$ cat src/rtl/max_priority_queue_defines.svh
// ----------------------------------------------------------------------------
// max_priority_queue_defines.svh
// Assertion macros for the priority queue; empty when SYNTH is defined.
// ----------------------------------------------------------------------------
`ifndef MAX_PRIORITY_QUEUE_DEFINES_SVH
`define MAX_PRIORITY_QUEUE_DEFINES_SVH

`ifndef SYNTH
// Invariant checked at every clock edge outside reset.
`define MPQ_ASSERT_ALWAYS(lbl, expr, msg) \
  lbl: assert property (@(posedge clk) disable iff (rst) (expr)) else $error(msg);
// Implication checked in the cycle after the antecedent.
`define MPQ_ASSERT_NEXT(lbl, ante, cons, msg) \
  lbl: assert property (@(posedge clk) disable iff (rst) (ante) |=> (cons)) else $error(msg);
`else
`define MPQ_ASSERT_ALWAYS(lbl, expr, msg)
`define MPQ_ASSERT_NEXT(lbl, ante, cons, msg)
`endif

`endif

$ cat src/rtl/mpq_pkg.sv
// ----------------------------------------------------------------------------
// mpq_pkg
// Types, codes and the key ordering shared by the priority queue files.
// ----------------------------------------------------------------------------
`timescale 1ns / 1ps

package mpq_pkg;

  localparam logic [1:0] OP_INSERT = 2'd0;
  localparam logic [1:0] OP_PEEK   = 2'd1;
  localparam logic [1:0] OP_POP    = 2'd2;

  localparam logic [1:0] ST_OK    = 2'd0;
  localparam logic [1:0] ST_EMPTY = 2'd1;
  localparam logic [1:0] ST_FULL  = 2'd2;

  typedef struct packed {
    logic [1:0]         operation;
    logic [31:0]        value_tag;
    logic signed [31:0] priority_req;
  } req_item_t;

  typedef struct packed {
    logic [31:0]        top_tag;
    logic signed [31:0] top_priority;
    logic [1:0]         status;
    logic [6:0]         entry_count;
  } rsp_item_t;

  // One stored entry: priority, tag and insertion stamp.
  typedef struct packed {
    logic signed [31:0] prio;
    logic [31:0]        tag;
    logic [31:0]        seq;
  } entry_t;

  // Per-cycle command broadcast to every cell.
  typedef struct packed {
    logic ins;
    logic pop;
  } cell_ctl_t;

  // True when a is served before b: higher priority, then older stamp.
  function automatic logic key_before(entry_t a, entry_t b);
    logic hi;
    logic tie;
    hi  = a.prio > b.prio;
    tie = (a.prio == b.prio) && (a.seq < b.seq);
    return hi || tie;
  endfunction

endpackage

$ cat src/rtl/mpq_cell.sv
// ----------------------------------------------------------------------------
// mpq_cell
// One position of the sorted chain; shifts toward the tail on insert and
// toward the head on pop.
// ----------------------------------------------------------------------------
`timescale 1ns / 1ps

module mpq_cell (
  input  logic               clk,
  input  logic               rst,
  input  mpq_pkg::cell_ctl_t ctl,
  input  mpq_pkg::entry_t    new_entry,
  input  mpq_pkg::entry_t    left_entry,
  input  logic               left_valid,
  input  logic               left_here,
  input  mpq_pkg::entry_t    right_entry,
  input  logic               right_valid,
  output mpq_pkg::entry_t    entry,
  output logic               valid,
  output logic               here
);
  import mpq_pkg::*;

  // New key belongs at or ahead of this position.
  assign here = !valid || key_before(new_entry, entry);

  always_ff @(posedge clk) begin
    if (rst) begin
      valid <= 1'b0;
    end else if (ctl.ins && here) begin
      valid <= left_here ? left_valid : 1'b1;
    end else if (ctl.pop) begin
      valid <= right_valid;
    end
  end

  always_ff @(posedge clk) begin
    if (ctl.ins && here) begin
      entry <= left_here ? left_entry : new_entry;
    end else if (ctl.pop) begin
      entry <= right_entry;
    end
  end

endmodule
$ cat config.mk
export PLATFORM = sky130hd
export DESIGN_NAME = mpq_cell
export DESIGN_NICKNAME = d
export VERILOG_FILES = /design/src/rtl/max_priority_queue_defines.svh /design/src/rtl/mpq_pkg.sv /design/src/rtl/mpq_cell.sv
export SDC_FILE = /design/constraint.sdc
export NUM_CORES = 1
export LEC_CHECK = 0
export BUFFER_PORTS_ARGS = -buffer_cell sky130_fd_sc_hd__buf_2
export CAP_MARGIN = 20
export CORE_AREA = 5 5 148 150
export DETAILED_ROUTE_END_ITERATION = 6
export DIE_AREA = 0 0 153 155
export PLACE_DENSITY_LB_ADDON = 0.3
export SLEW_MARGIN = 20
export SYNTH_ARGS = -nofsm -noshare
export SYNTH_HDL_FRONTEND = slang
export SYNTH_SLANG_ARGS = --single-unit
$ cat constraint.sdc
create_clock -name clk -period 6.2 [get_ports clk]
set_clock_uncertainty 0.2 [all_clocks]
set_input_delay 0.31 -clock clk [delete_from_list [all_inputs] [get_ports clk]]
set_output_delay 0.31 -clock clk [all_outputs]
set_load 0.005 [all_outputs]
==> impl_metrics.tcl <==
set metrics [dict create \
    antenna_found_initial 7 \
    die_h_um 155 \
    synthDistinctLibCells 42 \
    drc 0 \
    cp-end-kind "flip-flop" \
    setup_viol_count_final 0 \
    initial_utilization_pct 33.3 \
    startpoint "entry[2]" \
    p_per_area_nw_per_um2 222 \
    worst_hold_startpoint "right_entry[86]" \
    synthFlopType "edfxtp_1" \
    p_leak_nw 4.51 \
    avgSynthCellArea_sq_um 12.6 \
    port_buffers 392 \
    grt-ovfl-total 0 \
    synthArstFlopShare_pct 0 \
    final_common_cell "buf_2" \
    final_cell_mix "buf_2, mux2_2, edfxtp_1" \
    outcome "complete, no violations" \
    die_w_um 153 \
    multi_input_area_sq_um 3600 \
    drt_first_pass_iters 4 \
    slew_headroom_pct 40.3 \
    cp.required_ns 6.09 \
    avgViaCountPerCell 4.68 \
    cp_slowest_cell "buf_4" \
    die-area_sq_um 23700 \
    rr_startpoint "entry[2]" \
    crit_path_frequent_cell "buf_4" \
    worst-path-max-fanout 65 \
    clkSinkCount 97 \
    grt_pass1_vias 5945 \
    fp-row-count 53 \
    maxCapViolCount 0 \
    h-tree-depth 3 \
    hold_viol 0 \
    regArea_sq_um 2900 \
    wl_per_cell_um 17.3 \
    crit_type "reg -> reg" \
    cp_cell_sequence "inv_1 > ha_1 > a21oi_1 > o21ai_0 > a31o_2 > a211oi_1 > o21ai_1 > a2111oi_4 > buf_4 > buf_4 > mux2_2" \
    setup_slack_ns 1.71 \
    cts_root_buf "clkbuf_16" \
    tightest_slew_ns 0.896 \
    clkTransAtPathRegs_ns 0.08 \
    syn2layout_area_growth_pct 37.4 \
    yosys_warnings 0 \
    syn-num-nets 900 \
    synth-seq-area-share_pct 42.4 \
    slew_viol_final 0 \
    core_sq_um 20600 \
    postSynthCellCount 542 \
    num_io_pins 393 \
    layout-drive-gt1-share_pct 61.7 \
    rsz0062_at_grt "false" \
    layout_min_cycle_time_ns 4.49 \
    synth_seq_cells 97 \
    fillers 1965 \
    post-cts-setup-buffers 0 \
    vias 5682 \
    gp_congestion 0.816 \
    drt-total-wl_um 21100 \
    worstSetupStartpointType "flip-flop" \
    clockBufferDepth 2 \
    finalSetupTns_ns 0 \
    numCtsBuffers 9 \
    fmax_mhz 223 \
    dp_hpwl_um 17200 \
    global_route.usage.total_pct 17.1 \
    syn_area_sq_um 6850 \
    finalCritPeriodShare_pct 72.3 \
    drt_iter0_drc 190 \
    max_stage_delay_ns 0.74 \
    grt_max_degree 75 \
    post-place-ws_ns 1.61 \
    irDropWorstVdd_mv 0.148 \
    arrival_ns 4.37 \
    cts_tree "done" \
    hold_buffers 0 \
    antenna_left 0 \
    cts_resized 0 \
    grt_pass1_wl_um 32100 \
    clkLatencyLatePin_ns 0.35 \
    nNetsFinal 1288 \
    hp-class "in -> reg" \
    synth_edf_count 96 \
]
cells by family after synthesis:
kind of cell,Yosys count,share of synthesized area [%]
buf+inv,88,5.15
simple gates,44,3.63
compound gates,58,5.79
flops,97,42.4
fa+ha+maj,63,11.5
mux,192,31.5
sequential cells by signal (all words and copies together) (netlist names):
register and cells:
entry 96, valid 1
per-layer routing:
layer  GRT usage [%]  up-vias  wire length [um]
met5               0        -                21
met1            19.8     2612              8140
met2            30.4      218             10900
met3            4.51       30              1520
met4            6.62        4               473
li1                -     2818                 -
worst paths after layout:
path          endpoint  slack, ns  depth (start not counted)
max          entry[62]       1.71                         11
min          entry[86]       0.04                          2
max reg2reg  entry[62]       1.71                         11
min reg2reg      valid       0.54                          4
cells in the mapped netlist, types with 2 or more instances:
cell      count  area (sq um)
a211oi_1      4          30.0
a21boi_0      2          15.0
a21o_1        6          45.0
a21oi_1      19          95.1
a221oi_1      3          26.3
and4_1        4          35.0
buf_2         6          30.0
buf_4         4          30.0
clkbuf_1     10          37.5
edfxtp_1     96          2880
ha_1         63           788
inv_1        67           251
mux2_1       29           327
mux2_2      162          1820
nand2_1      11          41.3
nand3_1       4          20.0
nand4_1      10          62.6
nor2_1        3          11.3
nor2b_1       2          12.5
nor3_1        2          10.0
nor4_1        3          18.8
o21a_1        3          22.5
o21ai_0       9          45.0
o31a_1        2          17.5
through the flow:
| stage | cells | instance area (sq um) | total power [mW] | hold slack [ns] | utilization (%) |
|---|---|---|---|---|---|
| floorplan | 542 | 6850 | 1.28 | 0.291 | - |
| global placement | 1193 | 9100 | 1.57 | 0.392 | 44.3 |
| detailed placement | 1193 | 9100 | 1.58 | 0.397 | 44.3 |
| CTS | 1209 | 9370 | 2.13 | 0.0195 | 45.6 |
| global route | 1215 | 9410 | 2.23 | 0.0304 | 45.8 |
| finish | 1215 | 9410 | 2.09 | 0.0410 | 45.8 |
worst max-delay path: cells and delay by family (launching register included):
| family | cells | cell delay (ns) |
|---|---|---|
| buffers and inverters | 3 | 1.34 |
| DFF | 1 | 0.40 |
| AOI/OAI and AO/OA | 6 | 1.55 |
| muxes | 1 | 0.39 |
| adders and majority gates | 1 | 0.23 |
report_power, final:
group	total (mW)	leakage [nW]	switching [mW]	internal, mW
logic	0.661	3.40	0.312	0.350
clock network	0.533	0.131	0.258	0.274
registers	0.893	0.981	0.0413	0.851
total	2.09	4.51	0.611	1.48
final cells by class:
| type | count | share of cell area [%] |
|---|---|---|
| multi-input cells | 357 | 38.2 |
| well taps | 275 | 3.66 |
| clock inverters | 6 | 0.452 |
| inverters | 67 | 2.67 |
| repair buffers | 398 | 21.6 |
| clock buffers | 10 | 2.43 |
| diodes | 5 | 0.133 |
| flip-flops and latches | 97 | 30.9 |
Power figures use the tool's default switching activity.
